File: src/design/urfw_pkg.sv
// ----------------------------------------------------------------------------
// urfw_pkg
// Shared types, codes and helpers for the UART ring FIFO block.
// ----------------------------------------------------------------------------
package urfw_pkg;

  localparam int unsigned RX_DEPTH_DEF = 256;
  localparam int unsigned TX_DEPTH_DEF = 256;

  // Largest usable capacity, as a count and as a register value.
  localparam int unsigned CAP_MAX       = 256;
  localparam int unsigned CNT_W         = 9;
  localparam logic [CNT_W-1:0] CAP_LIMIT = 9'd256;

  typedef enum logic [2:0] {
    OP_LINE_RX    = 3'd0,
    OP_IDLE       = 3'd1,
    OP_TX_READY   = 3'd2,
    OP_HOST_READ  = 3'd3,
    OP_HOST_WRITE = 3'd4
  } op_t;

  typedef enum logic [1:0] {
    EVT_NONE = 2'd0,
    EVT_HALF = 2'd1,
    EVT_FULL = 2'd2,
    EVT_IDLE = 2'd3
  } rx_evt_t;

  typedef enum logic {
    REG_RX_CAP = 1'b0,
    REG_TX_CAP = 1'b1
  } cfg_reg_t;

  typedef struct packed {
    logic [2:0] operation;
    logic [7:0] data_in;
  } in_item_t;

  typedef struct packed {
    logic [7:0]       data_out;
    logic             data_valid;
    logic             accepted;
    logic [1:0]       rx_event;
    logic             tx_done;
    logic [CNT_W-1:0] rx_level;
    logic [CNT_W-1:0] tx_level;
  } out_item_t;

  typedef struct packed {
    logic push;
    logic pop;
    logic clear;
  } fifo_ctrl_t;

  typedef struct packed {
    logic [CNT_W-1:0] count;
    logic [CNT_W-1:0] count_nxt;
    logic [CNT_W-1:0] cap;
  } fifo_stat_t;

  // Zero reads as one; anything above the hardware limit saturates.
  function automatic logic [CNT_W-1:0] clamp_cap(logic [CNT_W-1:0] v, int unsigned lim);
    logic [CNT_W-1:0] c;
    c = v;
    if (c == '0) c = 9'd1;
    if (c > CAP_LIMIT) c = CAP_LIMIT;
    if (32'(c) > lim) c = CNT_W'(lim);
    return c;
  endfunction

endpackage

File: src/design/uart_ring_fifo_with_watermarks.sv
// ----------------------------------------------------------------------------
// uart_ring_fifo_with_watermarks
// Receive and transmit byte ring FIFOs of a serial port, with watermark events.
// ----------------------------------------------------------------------------
//
//   Channel   Ports                              Direction  Moves
//   input     in_valid, in_stall, in_data        in         operation, data_in
//   result    out_valid, out_stall, out_data     out        one result per input
//   config    cfg_we, cfg_index, cfg_data        in         capacity writes
//
// A transaction is accepted into the input register and decoded there; once
// the output register can take it, it updates the FIFO it addresses and its
// result enters the output register. One transaction per cycle is sustained
// while out_stall is low; each FIFO memory has one write and one read port.
// Reset clears all pointers and counts and sets both capacities to the
// smaller of 256 and the FIFO depth; the memories need no clearing pass.
// While out_stall holds a result, the input register may still fill, and
// in_stall rises only when both registers are occupied.
//
module uart_ring_fifo_with_watermarks import urfw_pkg::*; #(
  parameter int unsigned RX_DEPTH = RX_DEPTH_DEF,
  parameter int unsigned TX_DEPTH = TX_DEPTH_DEF
) (
  input  logic             clk,
  input  logic             rst_n,
  input  logic             in_valid,
  output logic             in_stall,
  input  in_item_t         in_data,
  output logic             out_valid,
  input  logic             out_stall,
  output out_item_t        out_data,
  input  logic             cfg_we,
  input  logic             cfg_index,
  input  logic [CNT_W-1:0] cfg_data
);

  // Result fields that do not come from a FIFO read register.
  typedef struct packed {
    logic             data_valid;
    logic             src_tx;
    logic             accepted;
    logic [1:0]       rx_event;
    logic             tx_done;
    logic [CNT_W-1:0] rx_level;
    logic [CNT_W-1:0] tx_level;
  } out_meta_t;

  logic       s1_valid_r, s1_valid_nxt;
  in_item_t   s1_item_r;
  logic       out_valid_r, out_valid_nxt;
  out_meta_t  meta_r, meta_nxt;
  logic       advance, fire, in_take;

  fifo_ctrl_t rx_ctrl, tx_ctrl;
  fifo_stat_t rx_stat, tx_stat;
  logic [7:0] rx_rd, tx_rd;
  logic [CNT_W-1:0] rx_half, rx_after_push;

  // The input register moves on whenever the output register is empty or
  // is being emptied in this cycle.
  assign advance  = !out_valid_r || !out_stall;
  assign fire     = s1_valid_r && advance;
  assign in_stall = s1_valid_r && !advance;
  assign in_take  = in_valid && !in_stall;

  assign rx_half       = rx_stat.cap >> 1;
  assign rx_after_push = rx_stat.count + 9'd1;

  // Decode the held transaction and any config write into FIFO commands and result flags.
  always_comb begin
    rx_ctrl       = '0;
    tx_ctrl       = '0;
    rx_ctrl.clear = cfg_we && (cfg_index == REG_RX_CAP);
    tx_ctrl.clear = cfg_we && (cfg_index == REG_TX_CAP);
    meta_nxt      = '0;
    if (fire) begin
      case (op_t'(s1_item_r.operation))
        OP_LINE_RX: begin
          if (rx_stat.count < rx_stat.cap) begin
            rx_ctrl.push      = 1'b1;
            meta_nxt.accepted = 1'b1;
            if (rx_after_push == rx_stat.cap) meta_nxt.rx_event = EVT_FULL;
            else if (rx_after_push > rx_half) meta_nxt.rx_event = EVT_HALF;
          end
        end
        OP_IDLE: begin
          if (rx_stat.count <= rx_half) meta_nxt.rx_event = EVT_IDLE;
        end
        OP_TX_READY: begin
          if (tx_stat.count != '0) begin
            tx_ctrl.pop         = 1'b1;
            meta_nxt.data_valid = 1'b1;
            meta_nxt.src_tx     = 1'b1;
            meta_nxt.tx_done    = (tx_stat.count == 9'd1);
          end
        end
        OP_HOST_READ: begin
          if (rx_stat.count != '0) begin
            rx_ctrl.pop         = 1'b1;
            meta_nxt.data_valid = 1'b1;
          end
        end
        OP_HOST_WRITE: begin
          if (tx_stat.count < tx_stat.cap) begin
            tx_ctrl.push      = 1'b1;
            meta_nxt.accepted = 1'b1;
          end
        end
        default: begin
        end
      endcase
    end
    // Levels are taken after the pointer update, whatever the operation.
    meta_nxt.rx_level = rx_stat.count_nxt;
    meta_nxt.tx_level = tx_stat.count_nxt;
  end

  always_comb begin
    s1_valid_nxt = s1_valid_r;
    if (in_take) s1_valid_nxt = 1'b1;
    else if (advance) s1_valid_nxt = 1'b0;
    out_valid_nxt = out_valid_r;
    if (advance) out_valid_nxt = s1_valid_r;
  end

  always_ff @(posedge clk) begin
    if (!rst_n) begin
      s1_valid_r  <= 1'b0;
      out_valid_r <= 1'b0;
    end else begin
      s1_valid_r  <= s1_valid_nxt;
      out_valid_r <= out_valid_nxt;
    end
  end

  always_ff @(posedge clk) begin
    if (in_take) s1_item_r <= in_data;
    if (fire) meta_r <= meta_nxt;
  end

  urfw_fifo #(
    .DEPTH (RX_DEPTH)
  ) u_rx_fifo (
    .clk     (clk),
    .rst_n   (rst_n),
    .ctrl    (rx_ctrl),
    .cap_in  (cfg_data),
    .wr_data (s1_item_r.data_in),
    .rd_data (rx_rd),
    .stat    (rx_stat)
  );

  urfw_fifo #(
    .DEPTH (TX_DEPTH)
  ) u_tx_fifo (
    .clk     (clk),
    .rst_n   (rst_n),
    .ctrl    (tx_ctrl),
    .cap_in  (cfg_data),
    .wr_data (s1_item_r.data_in),
    .rd_data (tx_rd),
    .stat    (tx_stat)
  );

  // The popped byte sits in the read register of the FIFO it came from, which
  // holds still for as long as the result waits.
  assign out_valid           = out_valid_r;
  assign out_data.data_out   = !meta_r.data_valid ? 8'd0 : (meta_r.src_tx ? tx_rd : rx_rd);
  assign out_data.data_valid = meta_r.data_valid;
  assign out_data.accepted   = meta_r.accepted;
  assign out_data.rx_event   = meta_r.rx_event;
  assign out_data.tx_done    = meta_r.tx_done;
  assign out_data.rx_level   = meta_r.rx_level;
  assign out_data.tx_level   = meta_r.tx_level;

endmodule

File: src/design/urfw_fifo.sv
// ----------------------------------------------------------------------------
// urfw_fifo
// Byte ring FIFO with a programmable usable capacity and a registered read.
// ----------------------------------------------------------------------------
module urfw_fifo import urfw_pkg::*; #(
  parameter int unsigned DEPTH = RX_DEPTH_DEF
) (
  input  logic             clk,
  input  logic             rst_n,
  input  fifo_ctrl_t       ctrl,
  input  logic [CNT_W-1:0] cap_in,
  input  logic [7:0]       wr_data,
  output logic [7:0]       rd_data,
  output fifo_stat_t       stat
);

  localparam int unsigned EFF = (DEPTH < CAP_MAX) ? DEPTH : CAP_MAX;
  localparam int unsigned AW  = $clog2(EFF);
  localparam int unsigned PAD = CNT_W - AW;
  localparam logic [CNT_W-1:0] CAP_RST = CNT_W'(EFF);

  logic [7:0]       mem [EFF];
  logic [7:0]       rd_data_r;
  logic [AW-1:0]    head_r, head_nxt;
  logic [AW-1:0]    tail_r, tail_nxt;
  logic [CNT_W-1:0] count_r, count_nxt;
  logic [CNT_W-1:0] cap_r, cap_nxt;
  logic [CNT_W-1:0] head_inc, tail_inc;

  assign head_inc = {{PAD{1'b0}}, head_r} + 9'd1;
  assign tail_inc = {{PAD{1'b0}}, tail_r} + 9'd1;

  always_comb begin
    head_nxt  = head_r;
    tail_nxt  = tail_r;
    count_nxt = count_r;
    cap_nxt   = cap_r;
    if (ctrl.clear) begin
      head_nxt  = '0;
      tail_nxt  = '0;
      count_nxt = '0;
      cap_nxt   = clamp_cap(cap_in, EFF);
    end else begin
      if (ctrl.push) begin
        head_nxt  = (head_inc >= cap_r) ? '0 : head_inc[AW-1:0];
        count_nxt = count_r + 9'd1;
      end
      if (ctrl.pop) begin
        tail_nxt  = (tail_inc >= cap_r) ? '0 : tail_inc[AW-1:0];
        count_nxt = count_r - 9'd1;
      end
    end
  end

  always_ff @(posedge clk) begin
    if (!rst_n) begin
      head_r  <= '0;
      tail_r  <= '0;
      count_r <= '0;
      cap_r   <= CAP_RST;
    end else begin
      head_r  <= head_nxt;
      tail_r  <= tail_nxt;
      count_r <= count_nxt;
      cap_r   <= cap_nxt;
    end
  end

  always_ff @(posedge clk) begin
    if (ctrl.push && !ctrl.clear) mem[head_r] <= wr_data;
    if (ctrl.pop && !ctrl.clear) rd_data_r <= mem[tail_r];
  end

  assign rd_data        = rd_data_r;
  assign stat.count     = count_r;
  assign stat.count_nxt = count_nxt;
  assign stat.cap       = cap_r;

endmodule

File: config.mk
export PLATFORM = sky130hd
export DESIGN_NAME = uart_ring_fifo_with_watermarks
export DESIGN_NICKNAME = d
export VERILOG_FILES = /design/src/design/urfw_pkg.sv /design/src/design/uart_ring_fifo_with_watermarks.sv /design/src/design/urfw_fifo.sv
export SDC_FILE = /design/constraint.sdc
export NUM_CORES = 2
export LEC_CHECK = 0
export ABC_AREA = 0
export BUFFER_PORTS_ARGS = -buffer_cell sky130_fd_sc_hd__buf_4
export CAP_MARGIN = 20
export CELL_PAD_IN_SITES_DETAIL_PLACEMENT = 0
export CELL_PAD_IN_SITES_GLOBAL_PLACEMENT = 1
export CORE_MARGIN = 2
export CORE_UTILIZATION = 50
export CTS_CLUSTER_DIAMETER = 200
export CTS_CLUSTER_SIZE = 20
export DETAILED_ROUTE_END_ITERATION = 10
export MAX_ROUTING_LAYER = met4
export PLACE_DENSITY_LB_ADDON = 0.1
export SLEW_MARGIN = 20
export SYNTH_ARGS = -nofsm -noshare
export SYNTH_HDL_FRONTEND = slang
export SYNTH_SLANG_ARGS = --single-unit
File: constraint.sdc
create_clock -name clk -period 14.6 [get_ports clk]
set_clock_uncertainty 0.05 [all_clocks]
set_input_delay 0.73 -clock clk [delete_from_list [all_inputs] [get_ports clk]]
set_output_delay 0.73 -clock clk [all_outputs]
set_load 0.01 [all_outputs]
## Yosys cells after proc, flatten, opt, wreduce, memory -nomap -nowiden

Memory sizes are Yosys's and may differ from the RTL's. A register that Yosys moved wholly into a read port is not among the register bits.
Cells that the tools add are included.
W data, S select, Z words.

- Register bits after elaboration: 105
- Output and inout port bits: 33
- Memories: 2
- Memory bits (writable): 4096
- Word-level logic and storage cells: 118

- $add $sub $neg: 8
- Mux-type cells: 45
- Bitwise logic cells: 2
- Reduce and logical (&&, ||, !) cells: 24
- Magnitude comparators: 12
- Eq/ne operators: 6

Memories:

| name | depth | width | read ports | clocked after memory_dff | wr ports | line | RTL |
|---|---|---|---|---|---|---|---|
| u_rx_fifo.mem | 256 | 8 | 1 | 1 | 1 | urfw_fifo.sv:22 | `logic [7:0] mem [EFF];` |
| u_tx_fifo.mem | 256 | 8 | 1 | 1 | 1 | urfw_fifo.sv:22 |  |

Operators by type and width:

| operator | number |
|---|---|
| $mux W9 | 15 |
| $mux W8 | 6 |
| $add A8 B1 Y9 const B | 4 |
| $ge A9 B9 Y1 | 4 |
| $gt A9 B9 Y1 const B | 4 |
| $add A9 B1 Y9 const B | 2 |
| $lt A9 B9 Y1 | 2 |
| $reduce_bool A9 Y1 | 2 |
| $sub A9 B1 Y9 const B | 2 |
| $mux W1 | 15 |
| $mux W2 | 5 |
| $eq A9 B1 Y1 const B | 1 |
| $eq A9 B9 Y1 | 1 |
| $gt A9 B8 Y1 | 1 |
| $le A9 B8 Y1 | 1 |
| $logic_and A1 B1 Y1 | 9 |
| $logic_not A9 Y1 | 1 |
| $eq A3 B2 Y1 const B | 2 |
| $logic_not A1 Y1 | 6 |
| $pmux W1 S2 | 2 |
| $pmux W2 S2 | 1 |
| $reduce_or A2 Y1 | 2 |
| $eq A3 B1 Y1 const B | 1 |
| $eq A3 B3 Y1 const B | 1 |
| 6 further kinds | 7 |

## Longest topological paths before layout

- Depth after elaboration: 8
- Gate-level depth with buffers: 16
- Depth with buffers taken out: 11

## Modules after synthesis

Synthesis repeated with hierarchy kept, for this count alone.

- Cells, all modules: 7993
- Area, all modules: 165000.7 um^2

Modules (own cells, without submodules):

| module | cells each | seq. area each (um^2) | instances | area each (um^2) |
|---|---|---|---|---|
| urfw_fifo at u_tx_fifo | 3869 | 62419.9 | 1 | 81301.7 |
| urfw_fifo at u_rx_fifo | 3876 | 62419.9 | 1 | 81040.2 |
| uart_ring_fifo_with_watermarks | 248 | 1091.0 | 1 | 2658.8 |

## Worst setup path after synthesis

OpenSTA, ideal clock, no wires.

- Path type: register to register
- Start point: reg s1_item_r[0] (netlist name)
- End point: mem u_rx_fifo.mem[0][0], data pin
- Stages on the path, launching flop included: 1
- Data required time: 13.115 ns
- Setup slack: 6.957 ns
- Setup time: 1.435 ns
- Arrival: 6.158 ns
- Cells stage by stage: edfxtp_1

RTL lines:

| element | line | RTL |
|---|---|---|
| from (decl) | uart_ring_fifo_with_watermarks.sv:49 | `in_item_t s1_item_r;` |
| from (signal assigned) | uart_ring_fifo_with_watermarks.sv:137 | `if (in_take) s1_item_r <= in_data;` |
| to (decl) | urfw_fifo.sv:22 |  |

No word-level cell before the write port.

==> out/qor.yml <==
sta:
  period_minus_slack_ps: 5800
  worst_slack_ps: 8800
  fmax_ghz: 0.172
  tightestPinTransition_ps: 1230
  hold_viol: 0
  slew_violations: 0
  fin_hold_ws_ps: 62.9
  slew_headroom: 0.179
  min_period_over_period: 0.397
  setup_violations: 0
  setup_tns_ps: 0
  rsz0062_at_grt: "false"
global_routing:
  grt_max_degree: 206
  first_global_vias: 78300
  grt_overflow: 0
  grt_pass1_wl_um: 602000
  grt.total_usage: 0.258
  antenna_found_initial: 27
yosys:
  netlist_area_um2: 166000
  synthFlopType: "edfxtp_1"
  synth_xor_xnor_area_share: 0.00248
  async_flop_share: 0
  yosysWarningCount: 0
  synth_top_area_cell: "edfxtp_1"
  synth_simple_gate_area_frac: 0.0272
  synth_cells: 7798
  synth.top_cell.area_share: 0.750
  synthAdderAreaFrac: 0.00633
  synth_edf_count: 4147
  syn_avg_cell_area_um2: 21.3
  syn_nets: 7908
  synth.area.mux_share: 0.169
  synth_cell_types: 81
  ys_seq_elements: 4217
  synth.area.top_cells: "edfxtp_1, mux4_2, mux2i_1"
  ys_seq_area_frac: 0.758
  synth_top_family_by_area: "multiplexers"
  synth-compound-area-share: 0.0201
worst_setup_path:
  critPathArrivalTime_ps: 6400
  r2r_slack_ps: 8800
  critical_path.max_fanout: 93
  cp-end-kind: "flip-flop"
  worst_ep_required_time_ps: 15200
  start_kind: "flip-flop"
  worst-path-buf-inv: 3
  critPathMaxStageDelay_ps: 860
  worstSetupPathType: "reg2reg"
  crit_family: "buffers and inverters"
  cp_cell_sequence: "buf_4, buf_12, buf_4, mux4_2, mux4_2, nor2b_1, a2111oi_1, o41ai_1, o21ai_0"
  cpMaxStageDelayCell: "o41ai_1"
place:
  placed_cell_area_um2: 171000
  portBuffers: 58
  dp_hpwl_um: 254000
  place.gp.congestion: 0.831
  dpl_worst_slack_ps: 8790
  dpl.cell_count: 11900
routing:
  drt.antenna.violating_nets: 0
  vias_per_cell: 6.45
  drtIter0Drc: 10000
  route.vias.total: 78900
  first_pass_iters: 5
  drt-total-wl_um: 425000
  drc: 0
  wl_per_cell_um: 34.7
clock_tree:
  path_clk_slew_ps: 90
  clock_latency_ps: 960
  numCtsBuffers: 232
  cts_root_buf: "clkbuf_16"
  h-tree-depth: 4
  clock-sinks: 4217
  clock_path_buffers: 4
  post_cts_buffers: 0
  cts_resized: 0
  cts_tree: "yes"
floorplanning:
  row_count: 211
  ioPinCount: 59
  start_util: 0.502
  die_w_um: 580
  design.core.area_um2: 331000
  die_area_um2: 337000
  die_h_um: 580
cells_and_area:
  stdcell_count: 12200
  layout.nets: 7923
  n_fill_cell: 25200
  syn_to_final_growth_pct: 6.90
  final_cell_mix: "edfxtp_1, mux4_2, nor2_1"
  fin_area_um2: 178000
  final_common_cell: "edfxtp_1"
  utilization: 0.537
  drive_gt1_frac: 0.218
power:
  powerDensity_nw_per_um2: 114
  p_leak_nw: 51.7
  power_mw: 20.2
  ir_worst_vdd_mv: 0.104
min_path:
  hold_class: "in2reg"
flow_run:
  maxCapViolations: 0
outcome:
  status: "finished, final reports clean"
synth_stat cells, drive strengths merged (25+ instances only):
cell type	number
o22ai	37
nand2	164
a221oi	49
dfxtp	70
a22oi	50
o21ai	112
inv	42
nor2	617
edfxtp	4147
buf	240
xnor2	31
mux2	25
nand2b	27
mux4	1109
nor3	43
a211oi	26
a21oi	71
ha	84
clkbuf	229
nor2b	37
nand3	53
mux2i	280
final timing paths:
kind / from / end / cells after the start
worst min register to register: u_rx_fifo.cap_r[7] / u_rx_fifo.cap_r[7] / 2
worst min-delay path: rst_n / u_tx_fifo.cap_r[8] / 2
worst max register to register: u_rx_fifo.tail_r[0] / u_rx_fifo.rd_data[3] / 9
worst max-delay path: u_rx_fifo.tail_r[0] / u_rx_fifo.rd_data[3] / 9
worst register-to-register path, stage by stage (launching register included):
cell and delay [ps]:
dfxtp_4 690, buf_4 800, buf_12 680, buf_4 900, mux4_2 600, mux4_2 500, nor2b_1 160, a2111oi_1 110
o41ai_1 860, o21ai_0 170
flip-flops by register name, summed over array words and instances, names as in the netlist, 9 cells and up:
register           flops
out_data              23
s1_item_r             11
u_rx_fifo.cap_r        9
u_rx_fifo.count_r      9
u_rx_fifo.mem       2048
u_tx_fifo.cap_r        9
u_tx_fifo.count_r      9
u_tx_fifo.mem       2048
logic make-up (layout without fill, tap and decap cells):
group	count (synthesis)	in the layout
AOI/OAI and AO/OA	487	487
DFF	4217	4217
muxes	1414	1414
adders and majority gates	84	84
xor gates and xnor gates	47	47
other	0	17
buffers and inverters	512	564
and+or+nand+nor	1037	1037
layout make-up:
| cell class | count | area, um2 | share of cell area |
|---|---|---|---|
| clock inverters | 8 | 131 | 0.000740 |
| multi-input cells | 3069 | 37600 | 0.212 |
| clock buffers | 263 | 5940 | 0.0335 |
| flip-flops and latches | 4217 | 126000 | 0.710 |
| repair buffers | 250 | 2170 | 0.0122 |
| diodes | 17 | 42.5 | 0.000240 |
| inverters | 43 | 170 | 0.000959 |
| well taps | 4366 | 5460 | 0.0308 |
routing by layer:
layer | wire (um) | track usage | vias up
li1 | - | - | 32200
met1 | 184000 | 0.382 | 43000
met2 | 197000 | 0.384 | 3310
met3 | 35500 | 0.0453 | 448
met4 | 8360 | 0.0485 | 0
met5 | 0 | - | -
timing repair:
action,in CTS,in global routing
endpoints found under the setup margin,0,0
hold endpoints to repair,24,0
hold buffers,19,0
report_power, final:
| part | switching [mW] | leakage, nW | total [mW] | internal [mW] |
|---|---|---|---|---|
| logic | 0.245 | 10.8 | 0.286 | 0.0414 |
| registers | 0.00586 | 37.9 | 13.3 | 13.3 |
| clock network | 3.74 | 2.96 | 6.61 | 2.87 |
| total | 3.99 | 51.7 | 20.2 | 16.2 |
Power figures use the tool's default switching activity.
